<file path="config.mk">
export PLATFORM = sky130hd
export DESIGN_NAME = abf_div
export DESIGN_NICKNAME = d
export VERILOG_FILES = /design/src/rtl/core/abf_pkg.sv /design/src/rtl/core/abf_div.sv
export SDC_FILE = /design/constraint.sdc
export NUM_CORES = 1
export LEC_CHECK = 0
export BUFFER_PORTS_ARGS = -buffer_cell sky130_fd_sc_hd__buf_4
export CAP_MARGIN = 20
export CORE_ASPECT_RATIO = 0.8
export CORE_UTILIZATION = 58
export CTS_CLUSTER_SIZE = 8
export DETAILED_ROUTE_END_ITERATION = 10
export PLACE_DENSITY_LB_ADDON = 0.3
export SLEW_MARGIN = 5
export SYNTH_ARGS = -nofsm -noshare
export SYNTH_HDL_FRONTEND = slang
export SYNTH_SLANG_ARGS = --single-unit
export TNS_END_PERCENT = 100
</file>
<file path="constraint.sdc">
create_clock -name clk -period 6.3 [get_ports clk]
set_clock_uncertainty 0.2 [all_clocks]
set_input_delay 1.26 -clock clk [delete_from_list [all_inputs] [get_ports clk]]
set_output_delay 1.26 -clock clk [all_outputs]
set_load 0.05 [all_outputs]
</file>
<file path="src/rtl/core/abf_pkg.sv">
package abf_pkg;

    // Image geometry
    localparam int IMAGE_SIDE  = 32;
    localparam int STORE_DEPTH = IMAGE_SIDE * IMAGE_SIDE;
    localparam int ADDR_W      = (STORE_DEPTH > 1) ? $clog2(STORE_DEPTH) : 1;

    // Pixel channel width and blend constants
    localparam int CH_W               = 8;
    localparam int PIX_W              = 4 * CH_W;
    localparam logic [CH_W-1:0] ALPHA_MAX  = 8'hFF;
    localparam logic [CH_W-1:0] ALPHA_ZERO = 8'h00;
    localparam logic [23:0] ROUND_HALF = 24'd127;

    // Dividend of the per-channel divide: sc*sa + mixed + oa/2 stays below 2^17
    localparam int DVD_W = 17;
    localparam int CNT_W = $clog2(DVD_W + 1);

    // Rounded-down division by 255 via reciprocal (32896 / 2^23) and one correction.
    // Exact for v below 255 * 2^16, which covers every value the blend produces.
    function automatic logic [15:0] div255(input logic [23:0] v);
        logic [39:0] prod;
        logic [16:0] q0;
        logic [24:0] qm;
        logic [24:0] rem;
        logic [16:0] q;
        prod = ({16'b0, v} << 15) + ({16'b0, v} << 7);
        q0   = prod[39:23];
        qm   = {q0, 8'b0} - {8'b0, q0};
        rem  = {1'b0, v} - qm;
        q    = (rem >= 25'd255) ? q0 + 17'd1 : q0;
        return q[15:0];
    endfunction

endpackage

</file>
<file path="src/rtl/core/abf_div.sv">
// Restoring divider, one quotient bit per cycle.
module abf_div
    import abf_pkg::*;
(
    input  logic             clk,
    input  logic             rst_n,
    input  logic             start,
    input  logic [DVD_W-1:0] dividend,
    input  logic [CH_W-1:0]  divisor,
    output logic [DVD_W-1:0] quotient,
    output logic             done
);

    logic             busy_reg, busy_next;
    logic [CNT_W-1:0] cnt_reg, cnt_next;
    logic             done_reg, done_next;
    logic [DVD_W-1:0] quo_reg, quo_next;
    logic [CH_W-1:0]  rem_reg, rem_next;
    logic [CH_W-1:0]  dsr_reg, dsr_next;
    logic [CH_W:0]    trial;
    logic             fits;

    // One shift-and-subtract step
    always_comb begin
        trial     = {rem_reg, quo_reg[DVD_W-1]};
        fits      = (trial >= {1'b0, dsr_reg});
        busy_next = busy_reg;
        cnt_next  = cnt_reg;
        done_next = 1'b0;
        quo_next  = quo_reg;
        rem_next  = rem_reg;
        dsr_next  = dsr_reg;
        if (start) begin
            busy_next = 1'b1;
            cnt_next  = CNT_W'(DVD_W);
            quo_next  = dividend;
            rem_next  = '0;
            dsr_next  = divisor;
        end else if (busy_reg) begin
            quo_next = {quo_reg[DVD_W-2:0], fits};
            rem_next = fits ? CH_W'(trial - {1'b0, dsr_reg}) : trial[CH_W-1:0];
            cnt_next = cnt_reg - CNT_W'(1);
            if (cnt_reg == CNT_W'(1)) begin
                busy_next = 1'b0;
                done_next = 1'b1;
            end
        end
    end

    always_ff @(posedge clk or negedge rst_n) begin
        if (!rst_n) begin
            busy_reg <= 1'b0;
            cnt_reg  <= '0;
            done_reg <= 1'b0;
        end else begin
            busy_reg <= busy_next;
            cnt_reg  <= cnt_next;
            done_reg <= done_next;
        end
    end

    always_ff @(posedge clk) begin
        quo_reg <= quo_next;
        rem_reg <= rem_next;
        dsr_reg <= dsr_next;
    end

    assign quotient = quo_reg;
    assign done     = done_reg;

endmodule

</file>
Word-level counts from Yosys, hierarchy flattened
Index checks and enable logic that the tools add are counted.

storage, ports and cells
  bits in registers = 40
  bits in latches = 0
  memory bits (writable) = 0
  memory bits (read-only) = 0
  input bits = 28
  output and inout port bits = 18
  word-level logic and storage cells = 22
  memories kept = 0

operators by class
  add/subtract/negate cells = 2
  multipliers = 0
  divide/modulo/power cells = 0
  order comparisons = 1
  equality and inequality tests = 1
  shift-type cells = 0
  multiplexer cells = 11
  bitwise operators = 0
  reductions and logical operators = 1

operators with widths
  operator               number
  $mux W17               2
  $mux W5                2
  $ge A9 B8 Y1           1
  $mux W8                1
  $sub A8 B8 Y8          1
  $mux W1                6
  $eq A5 B1 Y1 const B   1
  $sub A5 B1 Y5 const B  1
  $reduce_bool A2 Y1     1

Logic depth before layout (Yosys ltp)
  depth in word-level cells = 4
  mapped depth = 8
  gate-level depth less buffers = 8

Worst setup path before layout
Ideal clock, no wire load.

  kind = input port to flip-flop
  start point = input port start
  end point = register quo_reg[10], in the netlist quotient[10] (data pin)
  setup time = 0.260 ns
  arrival time = 2.267 ns
  required time = 5.840 ns
  slack = 3.573 ns
  cell stages on the path = 3
  path buffers = 2
  cell sequence = clkbuf_1 clkbuf_1 mux2_2

between the ends
  cells in the longest elaborated chain, start to end = 1

RTL lines
  item                  RTL line       text
  start, declared       abf_div.sv:7   input logic start,
  $mux W17              abf_div.sv:33  if (start) begin
  via quo_next[10]      abf_div.sv:17  logic [DVD_W-1:0] quo_reg, quo_next;
  end signal, assigned  abf_div.sv:63  quo_reg <= quo_next;
  end, declared         abf_div.sv:17

The timed path passes the listed nets, and every way through them passes these cells.
A chain may end at the register's enable or synchronous reset.

Worst setup path after layout
  start point = input port start
  end point = register quo_reg[7], in the netlist quotient[7], enable pin

between the ends
  cells in the longest elaborated chain, start to end = 1

RTL lines
  item
  $reduce_bool A2 Y1 (no line)

Every way passes these cells.

==> impl_metrics.py <==
metrics = {
    "status": {
        "status": "finished clean",
    },
    "timing": {
        "max_freq_ghz": 0.3431,
        "finalSetupViolCount": 0,
        "setup_tns_ns": 0,
        "post-route-min-period_ns": 2.914,
        "finalCritPeriodShare_pct": 46.26,
        "hold_violations": 0,
        "rsz0062_at_grt": "false",
        "slew_violations": 0,
        "worst-slew-pin-transition_ns": 0.6952,
        "max_slew_margin_pct": 53.54,
    },
    "grt": {
        "grt_pass1_vias": 1579,
        "grt_max_degree": 38,
        "grt_pass1_wl_um": 7527,
        "grt_antenna_before_repair": 0,
        "met3_usage_pct": 5.616,
        "grt-busiest-layer": "met2",
        "track_usage_pct": 25.18,
        "grt-ovfl-total": 0,
        "grt_use_met2_pct": 38.14,
        "use_met1_pct": 35.47,
    },
    "worst_setup_path": {
        "worst-endpoint-required_ns": 6.03,
        "crit_type": "primary input to flip-flop",
        "critical-path-top-delay-family": "buffers and inverters",
        "cp_slowest_cell": "nand2_1",
        "crit_path_start_kind": "primary input",
        "end_kind": "flip-flop",
        "worstPathArrival_ns": 2.64,
        "cp_num_buf_inv": 2,
        "cp_max_fo": 37,
        "crit_chain": "buf_4 > clkinv_1 > nand2_1",
        "slowest_delay_ns": 0.63,
    },
    "pwr": {
        "p_seq_share_pct": 37.4,
        "switching_share_pct": 40.52,
        "pwr-share-clk_pct": 18.3,
        "power.leakage_nw": 1.107,
        "combPwrFrac_pct": 44.3,
        "power_mw": 1.114,
        "power.internal_uw": 662.9,
        "power_density_mw_per_mm2": 435.1,
        "switching_power_uw": 451.6,
        "peakVddDrop_uv": 256.0,
    },
    "clock_tree": {
        "worstSkewPairLatency_ns": 0.29,
        "clkSlewWorstSetupHoldPaths_ns": 0.08,
        "cts_setup_buffers": 0,
        "clk_path_buf_depth": 2,
        "h-tree-depth": 2,
        "cts_resized": 0,
        "numClockSinks": 40,
        "cts_tree": "done",
        "hold_buffers": 0,
        "numCtsBuffers": 5,
        "cts-root-buf": "clkbuf_8",
    },
    "detailed_routing": {
        "drc_errors": 0,
        "vias": 1635,
        "routed_wl_um": 4489,
        "avgViaCountPerCell": 5.967,
        "wl_per_cell_um": 16.38,
        "ant_nets": 0,
        "dr.pass1.iters": 4,
        "drt_iter0_markers": 132,
    },
    "run": {
        "maxCapViolCount": 0,
    },
    "logic_synthesis": {
        "syn_nets": 225,
        "yosys_warnings": 0,
        "yosys_register_bits": 40,
        "synth-main-ff-cell": "edfxtp_1",
        "synth_cells": 186,
        "ys_seq_area_share_pct": 51.85,
        "synth.distinct_cells": 42,
        "synthArstFlopShare_pct": 17.50,
        "synth_area_mm2": 0.002095,
        "avgSynthCellArea_um2": 11.26,
        "synth_edf_count": 25,
    },
    "floorplan": {
        "start_util_pct": 60.76,
        "rows": 19,
        "fp.dieW_um": 69.19,
        "ioPinCount": 46,
        "die-area_mm2": 0.003857,
        "die_h_um": 55.75,
        "coreArea_mm2": 0.003447,
    },
    "final_layout": {
        "largest_reg_flops": 17,
        "syn_to_final_growth_pct": 22.28,
        "antenna_cells": 0,
        "nets": 270,
        "nFillCells": 231,
        "layout-drive-gt1-share_pct": 31.03,
        "seq_area_mm2": 0.001086,
        "multiInputGateArea_um2": 922.1,
    },
    "placed_design": {
        "io_buffer_count": 45,
        "hpwl_um": 3217,
        "gp_congestion": 0.8296,
    },
    "worst_hold_path": {
        "min_path_type": "flip-flop to flip-flop",
    },
}
[metal layers]
metal  up-vias  part of all wire, %  routed length, um
li1        773                    -                  -
met1       781                   43               1942
met2        68                   48               2137
met3        13                  7.2                322
met4         0                  1.9                 87
met5         -                    0                  0
[worst reg2reg max path, delay by kind of cell (launching register included)]
family / cells / cell delay [ns]
buf+inv: 1 / 0.04
flops: 1 / 0.33
compound gates: 3 / 0.78
simple gates: 1 / 0.21
mux: 1 / 0.32
fa+ha+maj: 1 / 0.39
[final cells by class]
type	instances	share of cell area, %
inverter	15	2.198
timing repair buffer	45	13.19
tap	42	2.052
clock buffer	5	2.687
clock inverter	3	1.466
sequential	40	42.40
multi-input combinational	124	36.00
[metrics by stage]
stage | setup WS, ns | hold slack [ns] | utilization, % | area, um^2 | cells
finish | 3.386 | 0.3160 | 74.30 | 2561 | 274
detailed placement | 3.069 | 0.3056 | 71.22 | 2455 | 266
floorplan | 3.573 | 0.2734 | - | 2095 | 186
global route | 3.257 | 0.3583 | 74.30 | 2561 | 274
CTS | 3.368 | 0.3163 | 74.30 | 2561 | 274
global placement | 3.179 | 0.2968 | 71.22 | 2455 | 266
[kinds of logic after synthesis]
| group | share of synthesized area [%] |
|---|---|
| buf+inv | 4.122 |
| xor+xnor | 2.927 |
| compound gates | 13.02 |
| mux | 9.140 |
| flops | 51.85 |
| fa+ha+maj | 6.930 |
| simple gates | 12.01 |
[cell usage in the layout (no fill, tap or decap), types with 8 or more instances in the layout]
master / Yosys / final
inv_1: 13 / 13
buf_4: 0 / 45
o21ai_0: 10 / 10
nand2_1: 11 / 11
edfxtp_1: 25 / 25
ha_1: 10 / 10
mux2_2: 17 / 17
dfxtp_1: 8 / 8
nor2_1: 16 / 16
[worst paths after layout]
path	start	to	slack (ns)	cells past startpoint
max	start	quotient[7]$_DFFE_PP_	3.39	3
min	rem_reg[4]$_SDFFE_PP0P_	rem_reg[4]$_SDFFE_PP0P_	0.32	2
max reg2reg	dsr_reg[6]$_DFFE_PP_	quotient[0]$_DFFE_PP_	3.79	7
min reg2reg	rem_reg[4]$_SDFFE_PP0P_	rem_reg[4]$_SDFFE_PP0P_	0.32	2
max in group asynchronous	rst_n	cnt_reg[4]$_DFFE_PN0P_	5.21	1
min in group asynchronous	rst_n	cnt_reg[0]$_DFFE_PN0P_	0.56	1
[cell usage after synthesis, types with 2 or more instances]
| library cell | n | area (um^2) |
|---|---|---|
| edfxtp_1 | 25 | 750.7 |
| mux2_2 | 17 | 191.4 |
| nor2_1 | 16 | 60.06 |
| inv_1 | 13 | 48.80 |
| nand2_1 | 11 | 41.29 |
| ha_1 | 10 | 125.1 |
| o21ai_0 | 10 | 50.05 |
| dfxtp_1 | 8 | 160.2 |
| dfrtp_1 | 7 | 175.2 |
| nand3_1 | 7 | 35.03 |
| a21oi_1 | 6 | 30.03 |
| xnor2_1 | 6 | 52.55 |
| a311oi_1 | 4 | 35.03 |
| a211oi_1 | 3 | 22.52 |
| buf_2 | 3 | 15.01 |
| clkbuf_1 | 3 | 11.26 |
| nand2b_1 | 3 | 18.77 |
| nor3_1 | 3 | 15.01 |
| a2111o_1 | 2 | 22.52 |
| a21o_1 | 2 | 15.01 |
| and3_1 | 2 | 12.51 |
| clkinv_1 | 2 | 7.510 |
| nand3b_1 | 2 | 15.01 |
| nor4_1 | 2 | 12.51 |
| o211ai_1 | 2 | 15.01 |
[power groups by stage]
stage	Combinational (mW)	Clock (mW)	Sequential [mW]
floorplan	0.274	0	0.496
global placement	0.464	0	0.414
detailed placement	0.485	0	0.418
CTS	0.489	0.206	0.415
global route	0.532	0.215	0.425
finish	0.494	0.204	0.416
Power figures use the tool's default switching activity.
